===== src/rtl/core/qle_pkg.sv =====
// shared types, constants and helper functions of the q-learning engine
package qle_pkg;

  localparam int NUM_ACT     = 6;
  localparam int DIST_LEVELS = 1024;
  localparam int FRAC_BITS   = 16;
  localparam int ROWS        = NUM_ACT * NUM_ACT * DIST_LEVELS;
  localparam int ROW_W       = $clog2(ROWS);
  localparam int ACT_W       = 3;
  localparam int DIST_W      = 12;
  localparam int VAL_W       = 32;
  localparam int PCT_W       = 7;
  localparam int RATE_W      = 17;
  localparam int TIE_W       = 8;
  localparam int CFG_IDX_W   = 2;
  localparam int SUM_W       = 40;

  // action codes
  localparam logic [ACT_W-1:0] ACT_IDLE    = 3'd0;
  localparam logic [ACT_W-1:0] ACT_JUMP    = 3'd1;
  localparam logic [ACT_W-1:0] ACT_PUNCH   = 3'd2;
  localparam logic [ACT_W-1:0] ACT_KICK    = 3'd3;
  localparam logic [ACT_W-1:0] ACT_BACK    = 3'd4;
  localparam logic [ACT_W-1:0] ACT_FORWARD = 3'd5;

  localparam logic [PCT_W-1:0]  EXPLORE_RESET    = 7'd10;
  localparam logic [RATE_W-1:0] LEARN_RATE_RESET = 17'd32768;
  localparam logic [RATE_W-1:0] DISCOUNT_RESET   = 17'd58982;

  typedef enum logic [CFG_IDX_W-1:0] {
    CFG_EXPLORE    = 2'd0,
    CFG_LEARN_RATE = 2'd1,
    CFG_DISCOUNT   = 2'd2
  } cfg_idx_e;

  typedef logic signed [VAL_W-1:0] val_t;
  typedef val_t [NUM_ACT-1:0] row_t;
  typedef logic [ROW_W-1:0] row_idx_t;

  typedef struct packed {
    logic gamma_en;
    logic target_en;
    logic alpha_en;
  } arith_ctl_t;

  function automatic logic [ACT_W-1:0] clamp_act(input logic [ACT_W-1:0] a);
    return (a > ACT_FORWARD) ? ACT_FORWARD : a;
  endfunction

  function automatic row_idx_t row_index(input logic [ACT_W-1:0] my,
                                         input logic [ACT_W-1:0] opp,
                                         input logic [DIST_W-1:0] dst);
    logic [5:0]        pair;
    logic [DIST_W-1:0] d_c;
    pair = 6'(clamp_act(my)) * 6'(NUM_ACT) + 6'(clamp_act(opp));
    d_c  = (dst > DIST_W'(DIST_LEVELS - 1)) ? DIST_W'(DIST_LEVELS - 1) : dst;
    return ROW_W'(pair) * ROW_W'(DIST_LEVELS) + ROW_W'(d_c);
  endfunction

  function automatic logic [ACT_W-1:0] explore_act(input logic [ACT_W-1:0] r);
    logic [ACT_W-1:0] a;
    case (r)
      3'd0:    a = ACT_BACK;
      3'd1:    a = ACT_FORWARD;
      3'd2:    a = ACT_KICK;
      3'd3:    a = ACT_PUNCH;
      3'd4:    a = ACT_JUMP;
      default: a = ACT_IDLE;
    endcase
    return a;
  endfunction

  // remainder of an 8-bit draw by a tie count of one to six, via reciprocals
  function automatic logic [ACT_W-1:0] tie_mod(input logic [TIE_W-1:0] r,
                                               input logic [ACT_W-1:0] cnt);
    logic [23:0] prod;
    logic [7:0]  q;
    logic [10:0] qd;
    logic [ACT_W-1:0] rem;
    prod = '0;
    q    = '0;
    qd   = '0;
    rem  = '0;
    case (cnt)
      3'd2: rem = {2'b00, r[0]};
      3'd3: begin
        prod = 24'(r) * 24'd21846;
        q    = prod[23:16];
        qd   = 11'(q) * 11'd3;
        rem  = ACT_W'(11'(r) - qd);
      end
      3'd4: rem = {1'b0, r[1:0]};
      3'd5: begin
        prod = 24'(r) * 24'd13108;
        q    = prod[23:16];
        qd   = 11'(q) * 11'd5;
        rem  = ACT_W'(11'(r) - qd);
      end
      3'd6: begin
        prod = 24'(r) * 24'd10923;
        q    = prod[23:16];
        qd   = 11'(q) * 11'd6;
        rem  = ACT_W'(11'(r) - qd);
      end
      default: rem = '0;
    endcase
    return rem;
  endfunction

  // minimum of a row as a three-level tree
  function automatic val_t row_min(input row_t row);
    val_t m01, m23, m45, m03;
    m01 = (row[1] < row[0]) ? row[1] : row[0];
    m23 = (row[3] < row[2]) ? row[3] : row[2];
    m45 = (row[5] < row[4]) ? row[5] : row[4];
    m03 = (m23 < m01) ? m23 : m01;
    return (m45 < m03) ? m45 : m03;
  endfunction

  function automatic val_t sat_val(input logic signed [SUM_W-1:0] v);
    val_t r;
    if (v[SUM_W-1:VAL_W-1] == '0 || v[SUM_W-1:VAL_W-1] == '1) begin
      r = v[VAL_W-1:0];
    end else if (v[SUM_W-1]) begin
      r = {1'b1, {(VAL_W-1){1'b0}}};
    end else begin
      r = {1'b0, {(VAL_W-1){1'b1}}};
    end
    return r;
  endfunction

endpackage


===== src/rtl/core/qle_arith.sv =====
// learn datapath: discounted target, alpha step and saturated new value (the reward itself where the old value is zero)
module qle_arith (
  input  logic                          clk_i,
  input  qle_pkg::arith_ctl_t           ctl_i,
  input  qle_pkg::val_t                 min_q_i,
  input  qle_pkg::val_t                 old_i,
  input  qle_pkg::val_t                 reward_i,
  input  logic [qle_pkg::RATE_W-1:0]    learn_rate_i,
  input  logic [qle_pkg::RATE_W-1:0]    discount_i,
  output qle_pkg::val_t                 new_value_o
);
  import qle_pkg::*;

  logic signed [RATE_W+VAL_W:0]   prod_g_d, prod_g_q;
  logic signed [RATE_W+VAL_W+1:0] prod_a_d, prod_a_q;
  logic signed [VAL_W:0]          diff;
  logic signed [SUM_W-1:0]        tgt_sum, new_sum;
  val_t                           target_d, target_q;

  assign prod_g_d = $signed({1'b0, discount_i}) * min_q_i;

  // arithmetic shift right floors, as the truncation needs
  assign tgt_sum  = SUM_W'(reward_i) + SUM_W'(prod_g_q >>> FRAC_BITS);
  assign target_d = sat_val(tgt_sum);

  assign diff     = {target_q[VAL_W-1], target_q} - {old_i[VAL_W-1], old_i};
  assign prod_a_d = $signed({1'b0, learn_rate_i}) * diff;

  assign new_sum     = SUM_W'(old_i) + SUM_W'(prod_a_q >>> FRAC_BITS);
  assign new_value_o = (old_i == '0) ? reward_i : sat_val(new_sum);

  always_ff @(posedge clk_i) begin
    if (ctl_i.gamma_en) begin
      prod_g_q <= prod_g_d;
    end
    if (ctl_i.target_en) begin
      target_q <= target_d;
    end
    if (ctl_i.alpha_en) begin
      prod_a_q <= prod_a_d;
    end
  end

endmodule

===== config.mk =====
export PLATFORM = sky130hd
export DESIGN_NAME = qle_arith
export DESIGN_NICKNAME = d
export VERILOG_FILES = /design/src/rtl/core/qle_pkg.sv /design/src/rtl/core/qle_arith.sv
export SDC_FILE = /design/constraint.sdc
export NUM_CORES = 2
export LEC_CHECK = 0
export BUFFER_PORTS_ARGS = -buffer_cell sky130_fd_sc_hd__buf_2
export CAP_MARGIN = 25
export CELL_PAD_IN_SITES_DETAIL_PLACEMENT = 1
export CELL_PAD_IN_SITES_GLOBAL_PLACEMENT = 1
export CORE_MARGIN = 3
export CORE_UTILIZATION = 35
export CTS_BUF_LIST = sky130_fd_sc_hd__clkbuf_2
export CTS_CLUSTER_DIAMETER = 80
export DETAILED_ROUTE_END_ITERATION = 12
export PLACE_DENSITY = 0.69
export SLEW_MARGIN = 20
export SYNTH_ARGS = -nofsm -noshare
export SYNTH_HDL_FRONTEND = slang
export SYNTH_SLANG_ARGS = --single-unit

===== constraint.sdc =====
create_clock -name clk_i -period 21.6 [get_ports clk_i]
set_clock_uncertainty 0.15 [all_clocks]
set_input_delay 4.32 -clock clk_i [delete_from_list [all_inputs] [get_ports clk_i]]
set_output_delay 4.32 -clock clk_i [all_outputs]
set_load 0.005 [all_outputs]

## Word level (Yosys, flattened, before mapping)

Index checks and enable logic that the tools add are counted.

| storage, ports and cells | value |
|---|---|
| flip-flop bits (word level) | 133 |
| input bits | 134 |
| output and inout bits | 32 |
| logic and storage cells | 20 |

| cells by class | value |
|---|---|
| add/subtract/negate cells | 3 |
| multipliers | 2 |
| equal/unequal tests | 2 |
| mux-type cells | 5 |
| reduce and logical (&&, ||, !) cells | 5 |

Operators with widths:

| cell | count |
|---|---|
| $mux 32 | 5 |
| $mul 18x33->51 | 1 |
| $mul 18x32->50 | 1 |
| $add 32x35->36 | 1 |
| $add 32x34->35 | 1 |
| $sub 32x32->33 | 1 |
| $logic_not 32->1 | 1 |
| $eq 9x9->1 const B | 2 |
| $logic_not 9->1 | 2 |
| $logic_or 1x1->1 | 2 |

## Logic depth before layout (Yosys ltp)

| depth | value |
|---|---|
| depth in word-level cells | 5 |
| mapped depth | 37 |
| gate-level depth less buffers | 35 |

## Worst setup path before layout

OpenSTA, ideal clock, no wires.

| timing path | value |
|---|---|
| path type | input -> register |
| from | input old_i[0] |
| to | register prod_a_q[45], data pin |
| library setup time | 0.258 ns |
| arrival time | 12.226 ns |
| data required time | 21.192 ns |
| setup slack | 8.966 ns |
| cell stages on the path | 35 |
| path buffers | 2 |
| cell sequence | ha_1 -> fa_1 -> nor2b_1 -> o21ai_1 -> a21boi_0 -> o21a_1 -> o21a_1 -> o21a_1 -> o211ai_1 -> a21boi_0 -> clkbuf_1 -> clkbuf_1 -> nand4b_1 -> o211ai_1 -> fa_1 -> inv_1 -> fa_1 -> fa_1 -> inv_1 -> fa_1 -> fa_1 -> inv_1 -> fa_1 -> inv_1 -> ha_1 -> a21o_1 -> a21o_1 -> a221oi_1 -> o21a_1 -> o31a_1 -> o211a_1 -> o21ai_0 -> a221o_1 -> a21oi_1 -> xnor2_1 |

| between the ends | value |
|---|---|
| word-level cells in the longest chain between the ends | 2 |

Ends and longest elaborated chain:

| element | RTL line | source |
|---|---|---|
| start: declaration | qle_arith.sv:6 | `input qle_pkg::val_t old_i,` |
| $sub 32x32->33 | qle_arith.sv:26 | `assign diff = {target_q[VAL_W-1], target_q} - {old_i[VAL_W-1], old_i};` |
| $mul 18x33->51 | qle_arith.sv:27 | `assign prod_a_d = $signed({1'b0, learn_rate_i}) * diff;` |
| net prod_a_d[45] | qle_arith.sv:15 | `logic signed [RATE_W+VAL_W+1:0] prod_a_d, prod_a_q;` |
| end signal: assignment | qle_arith.sv:40 | `prod_a_q <= prod_a_d;` |
| end: declaration | qle_arith.sv:15 |  |

The timed path passes the listed nets, and every way through them passes these cells.
A chain may end at the register's enable or synchronous reset.

## Worst setup path in the final report

| timing path | value |
|---|---|
| from | input old_i[5] |
| to | output new_value_o[6] |

| between the ends | value |
|---|---|
| word-level cells in the longest chain between the ends | 5 |
| elaborated cells between the ends (all ways) | 8 |
| classes of those cells | 1 x add/sub; 1 x eq/ne; 3 x mux; 3 x reduce/logical |

Ends and longest elaborated chain:

| element | RTL line | source |
|---|---|---|
| $add 32x35->36 | qle_arith.sv:29 | `assign new_sum = SUM_W'(old_i) + SUM_W'(prod_a_q >>> FRAC_BITS);` |
| $eq 9x9->1 / $logic_not 9->1 (equally long branches) | qle_pkg.sv:122 | `if (v[SUM_W-1:VAL_W-1] == '0 \|\| v[SUM_W-1:VAL_W-1] == '1) begin` |
| $logic_or 1x1->1 | qle_pkg.sv:122 |  |
| $mux 32 | qle_pkg.sv:122 |  |
| $mux 32 * | qle_arith.sv:30 | `assign new_value_o = (old_i == '0) ? reward_i : sat_val(new_sum);` |
| end: declaration | qle_arith.sv:10 | `output qle_pkg::val_t new_value_o` |

Every way passes the cells marked *; elsewhere a longest branch is shown, timed or not.

==> flow_metrics.tcl <==
set metrics [dict create \
    met1_length_um 68900 \
    setup_viol 0 \
    cts_hold_buf 0 \
    rsz0062_at_grt "false" \
    rows 134 \
    pre_cts_ws_ps 7580 \
    initial_core_util_pct 35.4 \
    grt_pass1_wl_um 248000 \
    yosysSeqAreaShare_pct 6.38 \
    cap_violations 0 \
    synth.top_cells.by_area "fa_1 44%, inv_1 9.9%, ha_1 8.8%" \
    ys_warn_count 0 \
    postCtsSetupRepairBufs 0 \
    num_vias 37255 \
    synth_top_cell_by_area "fa_1" \
    clock_latency_ps 710 \
    clockRootBuffer "clkbuf_2" \
    worst_pin_slew_ps 1080 \
    grt_pass1_vias 41705 \
    syn_avg_cell_area_um2 8.85 \
    clock_sinks 101 \
    synth_edf_count 101 \
    syn-cell-area_mm2 0.0475 \
    hpwl_um 126000 \
    gr-total-overflow 0 \
    port_buffers 165 \
    synth-seq-cells 101 \
    drive_gt1_share_pct 5.61 \
    grt_antenna_before_repair 27 \
    die_y_um 375 \
    clk_pin_slew_ps 340 \
    first_pass_iters 7 \
    clk_path_buf_depth 2 \
    synth_common_cells "1252 x inv_1, 1056 x fa_1, 726 x nand2_1" \
    synthMostInstantiatedCell "inv_1" \
    place.gp.congestion 0.934 \
    path_class "input pin to primary output" \
    period_share_pct 60.7 \
    synthFlopType "edfxtp_1" \
    synthesis.nets 6896 \
    fin_ws_ps 8490 \
    dieArea_mm2 0.140 \
    core-area_mm2 0.134 \
    finalCriticalPeriod_ps 13110 \
    drc 0 \
    ant_nets 0 \
    fill_cells 15868 \
    slew_violations 0 \
    synthArstFlopShare_pct 0 \
    grt.total_usage_pct 22.9 \
    hold_viol 0 \
    wl_per_cell_um 22.1 \
    dr_wl_met3_um 12400 \
    wl_met2_um 73200 \
    hp-class "flip-flop to flip-flop" \
    tns_ps 0 \
    timing.slew.headroom_pct 28.0 \
    fin_nets 6884 \
    io_pins 166 \
    cts_tree "built" \
    cts_made_buffers 9 \
    drt_iter0_drc 2234 \
    viasPerCell 5.21 \
    critPathRequiredTime_ps 17130 \
    timing.fmax_mhz 76.3 \
    crit_fanout 29 \
    end_kind "primary output" \
    top_layer_used "met5" \
    wl_um 158000 \
    htree_num_levels 3 \
    yosysUniqueCellTypes 77 \
    status "finished, final reports clean" \
    grt_start_max_net_pins 62 \
    area_delta_synth_final_pct 5.94 \
    start_kind "input pin" \
    cp_data_arrival_time_ps 8640 \
    die_x_um 375 \
    synth_top_area_share_pct 44.5 \
    cts-resized-gates 0 \
    syn_inst 5373 \
]
final timing paths:
path | start | endpoint | slack [ps] | depth (start not counted)
min | prod_g_q[16] | target_q[0] | 610 | 2
max reg2reg | target_q[0] | prod_a_q[45] | 11950 | 33
max | old_i[5] | new_value_o[6] | 8490 | 13
min reg2reg | prod_g_q[16] | target_q[0] | 610 | 2
routing by layer:
metal	global-route usage, %	up-vias
met5	0	-
met4	4.70	6
met3	4.08	189
met2	37.7	1130
met1	31.5	19638
li1	-	16292
logic make-up (layout without fill, tap and decap cells):
kind of cell	after synthesis	count (layout)	share of synthesized area [%]
simple gates	1591	1591	16.6
buf+inv	1501	1494	11.9
fa+ha+maj	1389	1389	53.2
compound gates	610	610	8.44
xor+xnor	162	162	2.98
flops	101	101	6.38
mux	19	19	0.439
other cells	0	13	0
registers in the layout, indices dropped and copies added, names as in the netlist:
| register | cells |
|---|---|
| target_q | 32 |
| prod_a_q | 35 |
| prod_g_q | 34 |
critical path, stage by stage:
cell       delay (ps)
buf_2             170
ha_1              380
o21ai_1           140
a2111oi_1         630
a211oi_1          160
a21oi_1           400
a21o_1            200
a21oi_2            60
xnor2_1           170
or4_1             600
mux2_4            480
o22ai_1           670
buf_2             240
cell usage in the layout (no fill, tap or decap), types with 21 or more instances in the layout:
cell type  synthesis  final
fa_1            1056   1056
o21ai_0          119    119
xnor2_1          118    118
a31oi_1           30     29
o21a_1            23     23
nand4_1           24     24
and3_1            44     44
nor2b_1           47     47
nand2_1          726    726
inv_1           1252   1252
nor3_1            43     43
o211ai_1          22     22
o22ai_1           21     21
edfxtp_1         101    101
buf_4              1     56
buf_2              6    165
and2_1           370    370
ha_1             333    333
a21o_1           112    112
a21oi_1          144    143
nand2b_1          37     37
nor2_1           122    120
xor2_1            44     43
nand3_1           62     62
layout make-up:
| cell class | instances | area [um^2] | area share [%] |
|---|---|---|---|
| inverters | 1253 | 4700 | 9.34 |
| multi-input cells | 3771 | 38900 | 77.3 |
| clock inverters | 7 | 90.1 | 0.179 |
| diodes | 13 | 32.5 | 0.0646 |
| flip-flops and latches | 101 | 3030 | 6.02 |
| repair buffers | 225 | 1320 | 2.61 |
| clock buffers | 9 | 45.0 | 0.0894 |
| well taps | 1768 | 2210 | 4.39 |
through the flow:
step / utilization [%] / cell area [um^2] / hold WS (ps) / cells
after floorplan: - / 47500 / 456 / 5373
after global placement: 37.4 / 50100 / 507 / 7114
after detailed placement: 37.4 / 50200 / 499 / 7116
after CTS: 37.5 / 50300 / 637 / 7132
after global routing: 37.5 / 50300 / 674 / 7135
final: 37.6 / 50400 / 605 / 7147
Power is left out: the tool's default activity adds up to more than one toggle a clock period on the data nets, which glitch-free logic cannot reach.
